## config.mk

```make
export PLATFORM = sky130hd
export DESIGN_NAME = mbgb_ctrl
export DESIGN_NICKNAME = d
export VERILOG_FILES = /design/src/hw/rtl/mbgb_pkg.sv /design/src/hw/rtl/mbgb_ctrl.sv
export SDC_FILE = /design/constraint.sdc
export NUM_CORES = 1
export LEC_CHECK = 0
export ABC_AREA = 1
export BUFFER_PORTS_ARGS = -buffer_cell sky130_fd_sc_hd__buf_2
export CAP_MARGIN = 5
export CORE_AREA = 2 2 39 41
export CTS_CLUSTER_SIZE = 30
export DETAILED_ROUTE_END_ITERATION = 8
export DIE_AREA = 0 0 41 43
export PLACE_DENSITY = 0.78
export SETUP_SLACK_MARGIN = 0.4
export SLEW_MARGIN = 5
export SYNTH_ARGS = -nofsm -noshare
export SYNTH_HDL_FRONTEND = slang
export SYNTH_SLANG_ARGS = --single-unit
```

## constraint.sdc

```tcl
create_clock -name clk -period 1.9 [get_ports clk]
set_input_delay 0.38 -clock clk [delete_from_list [all_inputs] [get_ports clk]]
set_output_delay 0.38 -clock clk [all_outputs]
set_load 0.005 [all_outputs]
```

## src/hw/rtl/mbgb_pkg.sv

```systemverilog
// Shared types and constants for the monochrome bitmap glyph blitter.
package mbgb_pkg;

    // Operation codes carried in the item's operation field
    localparam logic [2:0] OP_CLEAR     = 3'd0;
    localparam logic [2:0] OP_SET       = 3'd1;
    localparam logic [2:0] OP_GET       = 3'd2;
    localparam logic [2:0] OP_INVERT    = 3'd3;
    localparam logic [2:0] OP_DRAW_CHAR = 3'd4;
    localparam logic [2:0] OP_LOAD_FONT = 3'd5;
    localparam logic [2:0] OP_READ_BYTE = 3'd6;

    // Configuration register indexes
    localparam logic [1:0] CFG_BITMAP_WIDTH  = 2'd0;
    localparam logic [1:0] CFG_BITMAP_HEIGHT = 2'd1;
    localparam logic [1:0] CFG_GLYPH_WIDTH   = 2'd2;
    localparam logic [1:0] CFG_GLYPH_HEIGHT  = 2'd3;

    // Configuration reset values
    localparam logic [7:0] RST_BITMAP_WIDTH  = 8'd16;
    localparam logic [7:0] RST_BITMAP_HEIGHT = 8'd8;
    localparam logic [4:0] RST_GLYPH_WIDTH   = 5'd5;
    localparam logic [4:0] RST_GLYPH_HEIGHT  = 5'd8;

    typedef enum logic [3:0] {
        ST_INIT,
        ST_IDLE,
        ST_CLEAR,
        ST_LOAD,
        ST_RB_READ,
        ST_GSIZE,
        ST_GBASE,
        ST_CALC,
        ST_READ,
        ST_WRITE,
        ST_DONE
    } state_t;

    // Controller to datapath
    typedef struct packed {
        logic load;      // latch accepted item
        logic clr_step;  // zero one frame byte
        logic font_wr;   // glyph store write
        logic gsize;     // bytes per glyph, reset glyph counters
        logic gbase;     // glyph base address
        logic calc;      // target pixel coordinates and row product
        logic rd;        // read both stores
        logic wr;        // modify and write frame byte
        logic step;      // next glyph pixel
        logic push;      // load result register
    } cmd_t;

    // Datapath to controller
    typedef struct packed {
        logic clr_last;
        logic gsize_zero;
        logic glyph_last;
    } sts_t;

endpackage

```

## src/hw/rtl/mbgb_ctrl.sv

```systemverilog
// Controller: sequences each item through the datapath and owns the handshakes.
module mbgb_ctrl (
    input  logic             clk,
    input  logic             rst_n,
    input  logic             in_valid,
    input  logic [2:0]       in_op,
    output logic             in_ready,
    output logic             out_valid,
    input  logic             out_ready,
    input  mbgb_pkg::sts_t   sts,
    output mbgb_pkg::cmd_t   cmd
);
    import mbgb_pkg::*;

    state_t     state_reg, state_next;
    logic [2:0] op_reg, op_next;
    logic       out_valid_reg, out_valid_next;

    always_ff @(posedge clk or negedge rst_n)
    begin
        if (!rst_n)
        begin
            state_reg     <= ST_INIT;
            op_reg        <= OP_CLEAR;
            out_valid_reg <= 1'b0;
        end
        else
        begin
            state_reg     <= state_next;
            op_reg        <= op_next;
            out_valid_reg <= out_valid_next;
        end
    end

    always_comb
    begin
        state_next = state_reg;
        op_next    = op_reg;
        cmd        = '0;
        in_ready   = 1'b0;

        unique case (state_reg)
            ST_INIT:
            begin
                cmd.clr_step = 1'b1;
                if (sts.clr_last)
                begin
                    state_next = ST_IDLE;
                end
            end
            ST_IDLE:
            begin
                in_ready = 1'b1;
                if (in_valid)
                begin
                    cmd.load = 1'b1;
                    op_next  = in_op;
                    unique case (in_op)
                        OP_CLEAR:                    state_next = ST_CLEAR;
                        OP_SET, OP_GET, OP_INVERT:   state_next = ST_CALC;
                        OP_DRAW_CHAR:                state_next = ST_GSIZE;
                        OP_LOAD_FONT:                state_next = ST_LOAD;
                        OP_READ_BYTE:                state_next = ST_RB_READ;
                        default:                     state_next = ST_DONE;
                    endcase
                end
            end
            ST_CLEAR:
            begin
                cmd.clr_step = 1'b1;
                if (sts.clr_last)
                begin
                    state_next = ST_DONE;
                end
            end
            ST_LOAD:
            begin
                cmd.font_wr = 1'b1;
                state_next  = ST_DONE;
            end
            ST_RB_READ:
            begin
                cmd.rd     = 1'b1;
                state_next = ST_DONE;
            end
            ST_GSIZE:
            begin
                cmd.gsize  = 1'b1;
                state_next = sts.gsize_zero ? ST_DONE : ST_GBASE;
            end
            ST_GBASE:
            begin
                cmd.gbase  = 1'b1;
                state_next = ST_CALC;
            end
            ST_CALC:
            begin
                cmd.calc   = 1'b1;
                state_next = ST_READ;
            end
            ST_READ:
            begin
                cmd.rd     = 1'b1;
                state_next = ST_WRITE;
            end
            ST_WRITE:
            begin
                cmd.wr = 1'b1;
                if ((op_reg == OP_DRAW_CHAR) && !sts.glyph_last)
                begin
                    cmd.step   = 1'b1;
                    state_next = ST_CALC;
                end
                else
                begin
                    state_next = ST_DONE;
                end
            end
            ST_DONE:
            begin
                if (!out_valid_reg || out_ready)
                begin
                    cmd.push   = 1'b1;
                    state_next = ST_IDLE;
                end
            end
            default:
            begin
                state_next = ST_IDLE;
            end
        endcase
    end

    always_comb
    begin
        if (cmd.push)
        begin
            out_valid_next = 1'b1;
        end
        else if (out_ready)
        begin
            out_valid_next = 1'b0;
        end
        else
        begin
            out_valid_next = out_valid_reg;
        end
    end

    assign out_valid = out_valid_reg;

    a_push_slot_free: assert property (@(posedge clk) disable iff (!rst_n)
        cmd.push |-> (!out_valid_reg || out_ready))
        else $error("result register overwritten while still held");

    a_push_shows: assert property (@(posedge clk) disable iff (!rst_n)
        cmd.push |=> out_valid_reg)
        else $error("finished item not presented");

    a_busy_after_accept: assert property (@(posedge clk) disable iff (!rst_n)
        (in_valid && in_ready) |=> !in_ready)
        else $error("second item taken while one is in flight");

    a_init_blocks: assert property (@(posedge clk) disable iff (!rst_n)
        (state_reg == ST_INIT) |-> (!in_ready && !cmd.push && !cmd.wr))
        else $error("activity during frame clearing after reset");

endmodule

```

=== Yosys cells after proc, flatten, opt, wreduce, memory -nomap -nowiden ===
Cells that the tools add are included.

* Flip-flop bits (word level): 8
* Input bits: 10
* Output and inout bits: 12
* Logic and storage cells: 60

* Mux-type cells: 23
* Eq/ne operators: 21
* Reductions and logical operators: 13

{| class="wikitable"
|+ Operators with widths
! operator !! number
|-
| one-hot mux 4 bit (10 select lines) || 1
|-
| 2-to-1 mux 4 bit || 6
|-
| one-hot mux 4 bit (5 select lines) || 1
|-
| equality test 4 x 3 -> 1 bit (second input constant) || 4
|-
| 2-to-1 mux 1 bit || 14
|-
| equality test 3 bit (second input constant) || 4
|-
| equality test 4 bit (second input constant) || 3
|-
| equality test 4 x 2 -> 1 bit (second input constant) || 2
|-
| inequality test 2 bit (second input constant) || 4
|-
| equality test 3 x 2 -> 1 bit (second input constant) || 2
|-
| OR reduction 2 bit || 3
|-
| equality test 4 x 1 -> 1 bit (second input constant) || 1
|-
| zero test 4 bit || 1
|-
| AND reduction 4 bit || 1
|-
| equality test 3 x 1 -> 1 bit (second input constant) || 1
|-
| zero test 3 bit || 1
|-
| OR reduction 3 bit || 1
|-
| zero test 1 bit || 2
|-
| 2-to-1 mux 2 bit || 1
|-
| AND reduction 2 bit || 1
|-
| nonzero test 2 bit || 1
|-
| logical AND 1 bit || 1
|-
| logical OR 1 bit || 1
|}

=== Longest topological paths before layout ===
* Depth in word-level cells: 5
* Mapped depth: 9
* Gate-level depth less buffers: 9

=== Worst setup path after synthesis ===
No wires, ideal clock.

* Kind: register -> register
* Start point: register state_reg[3]
* End point: register op_reg[2]
* Buffers on the path: 0
* Period minus slack after synthesis: 1.305 ns
* Cell stages (with the launch flop): 5
* Library setup time: 0.128 ns
* Slack: 0.595 ns
* Data arrival time: 1.177 ns
* Cell sequence: dfrtp_1 > nor2_1 > nand2_4 > nor2_8 > mux2_1

* Word-level cells in the longest chain between the ends: 2

{| class="wikitable"
|+ Ends and longest elaborated chain
! item !! RTL line !! text
|-
| start: declaration || mbgb_ctrl.sv:15 || <nowiki>state_t state_reg, state_next;</nowiki>
|-
| start signal: assignment || mbgb_ctrl.sv:29 || <nowiki>state_reg <= state_next;</nowiki>
|-
| equality test 4 x 1 -> 1 bit || mbgb_ctrl.sv:42 || <nowiki>unique case (state_reg)</nowiki>
|-
| AND reduction 2 bit (no source line) || n/a ||
|-
| end signal: assignment || mbgb_ctrl.sv:30 || <nowiki>op_reg <= op_next;</nowiki>
|-
| end: declaration || mbgb_ctrl.sv:16 || <nowiki>logic [2:0] op_reg, op_next;</nowiki>
|}

No other way between the ends.
A chain may end at the register's enable or synchronous reset.

==> impl_metrics.tcl <==
set metrics [dict create \
    largest_reg_flops 4 \
    via_per_inst 4.96 \
    layout.area.seq_um2 205 \
    synth_most_common_cell "nand2_1" \
    yosys.area.top_type "dfrtp_1" \
    hpwl_mm 1.23 \
    synth_top_area_share_pct 31.1 \
    met2_usage_pct 37.5 \
    cts_sinks 8 \
    antenna_found_initial 0 \
    drive_gt1_share_pct 47.1 \
    crit_chain "nor2_1, nand2_1, nand2_1, buf_2" \
    synth-edff-count 0 \
    multi_input_area_um2 423 \
    finalSetupViolations 0 \
    nFillCells 107 \
    cpMostUsedCell "nand2_1" \
    io_pins 22 \
    antennaDiodeCount 0 \
    ant_nets 0 \
    setup_tns_ns 0 \
    arrival_ns 1.24 \
    htree_num_levels 1 \
    ir_drop_v 0.000790 \
    power.density_mw_per_mm2 1520 \
    track_usage_pct 23.4 \
    busiest_layer "met2" \
    synthFlopType "dfrtp_1" \
    worst_slew_pin_slew_ns 0.259 \
    whs_path_depth 3 \
    worst-setup-path-type "flip-flop to output pin" \
    fp.dieH_um 43 \
    vias 773 \
    grt_overflow 0 \
    synthArstFlopShare_pct 100 \
    endpoint_kind "output pin" \
    maxCapViolCount 0 \
    fp.dieW_um 41 \
    cts_max_path_buffers 2 \
    synth_nets 114 \
    slowest_stage "dfrtp_2" \
    grt_setup_unrepaired "true" \
    critPathBufInv 1 \
    slew_headroom_pct 82.6 \
    avgSynthCellArea_um2 6.18 \
    syn-instance-count 104 \
    place.gp.congestion 0.771 \
    syn-cell-area_um2 643 \
    ys_top_cells_by_count "32 x nand2_1, 19 x inv_1, 15 x nor2_1" \
    synth-seq-cells 8 \
    clk_pin_slew_worst_paths_ns 0.05 \
    period_minus_slack_ns 1.62 \
    preCtsSetupSlack_ns 0.470 \
    critPathMaxFanout 5 \
    synthTopCellsByArea "dfrtp_1 31%, nand2_1 19%, inv_1 11%" \
    period_share_pct 85.2 \
    port_buffers 21 \
    cts_tree "done" \
    skew_ns 0.00165 \
    status "finished clean" \
    clock_latency_ns 0.25 \
    rows 14 \
    critPathLaunchType "flip-flop" \
    crit_family "flip-flops" \
    seq_area_frac_synth_pct 31.1 \
    leakagePower_nw 0.591 \
    initial_utilization_pct 46.5 \
    clock-root-buffer "clkbuf_4" \
    grt_pass1_vias 719 \
    grt_max_degree 9 \
    reg2regPathDepth 6 \
    die_area_mm2 0.00176 \
    wl_per_cell_um 11.5 \
    synth_cell_types 19 \
    met3_usage_pct 4.19 \
    min_path_type "input port to flip-flop" \
    grt_pass1_wl_mm 2.77 \
    area_growth_pct 53.5 \
    drtIter0Drc 26 \
    use_met1_pct 27.1 \
    numCtsBuffers 3 \
    synth-warning-count 0 \
    cp.depth 4 \
    finalHoldViolations 0 \
    critPathRequiredTime_ns 1.52 \
    critical_path.max_stage_delay_ns 0.47 \
    nets 152 \
    worst_slack_ns 0.282 \
    fmax_mhz 618 \
    drt-total-wl_mm 1.80 \
    drv_slew 0 \
    drc 0 \
    dr.pass1.iters 4 \
    core_mm2 0.00138 \
]
==> metal layers <==
layer	part of all wire (%)	vias up
li1	-	389
met1	43	360
met2	53	22
met3	3.3	2
met4	0.94	0
met5	0	-
==> tightest hold or removal path: stages <==
cell and delay, ns:
buf_2 0.11, nand2_1 0.05, o21ai_0 0.06
==> final timing paths <==
| kind | end | slack, ns | start |
|---|---|---|---|
| worst max register to register | op_reg[2] | 0.45 | state_reg[0] |
| worst min-delay path | op_reg[0] | 0.39 | in_op[0] |
| max in group asynchronous | state_reg[2] | 1.21 | rst_n |
| worst max-delay path | cmd[3] | 0.28 | state_reg[0] |
| worst min register to register | op_reg[2] | 0.51 | op_reg[2] |
| min in group asynchronous | op_reg[2] | 0.50 | rst_n |
==> kinds of logic (layout without fill, tap and decap cells) <==
group                  Yosys count  count (layout)  share of synthesized area (%)
multiplexers                     1               1                           1.75
buffers and inverters           22              58                           13.6
flip-flops                       8               8                           31.1
AND/OR/NAND/NOR                 63              63                           45.3
AO/OA/AOI/OAI                   10              10                           8.17
==> through the flow <==
step | power [mW] | cell area [um2] | instances | utilization [%] | hold slack [ns]
6_report | 1.50 | 987 | 156 | 71.3 | 0.392
5_1_grt | 1.62 | 987 | 156 | 71.3 | 0.410
4_1_cts | 1.35 | 902 | 152 | 65.2 | 0.389
3_5_place_dp | 1.01 | 761 | 140 | 55.0 | 0.232
3_3_place_gp | 0.989 | 761 | 140 | 55.0 | 0.230
2_1_floorplan | 0.821 | 643 | 104 | - | 0.0844
==> where the power goes <==
group          total (mW)  leakage [nW]  switching, mW  internal, mW
Combinational        1.00         0.482          0.557         0.444
Sequential          0.373        0.0953          0.113         0.260
Clock               0.128        0.0138         0.0559        0.0722
Total                1.50         0.591          0.726         0.777
==> cell type report <==
| type | instances | area share, % |
|---|---|---|
| Clock buffer | 3 | 2.28 |
| Inverter | 21 | 9.00 |
| Multi-Input combinational cell | 74 | 42.8 |
| Sequential cell | 8 | 20.8 |
| Tap cell | 16 | 2.03 |
| Timing Repair Buffer | 34 | 23.1 |
==> timing repair <==
item | in CTS | in global routing
endpoints found under the hold margin | 8 | 0
pin swaps | 5 | 8
gates resized for setup | 17 | 19
buffers inserted | 8 | 4
hold buffers | 1 | 0
endpoints found under the setup margin | 9 | 12
==> placed cells by master, fill, tap and decap left out, drive strengths merged <==
cell,n
nand2,33
buf,33
inv,20
nor2,20
dfrtp,8
o21ai,6
nand3,4
a21oi,3
clkbuf,3
nor3,3
nand4,2
clkinv,1
or2,1
o21bai,1
mux2,1
dlygate4sd3,1
Note: power is estimated with default switching activity, not from simulation.
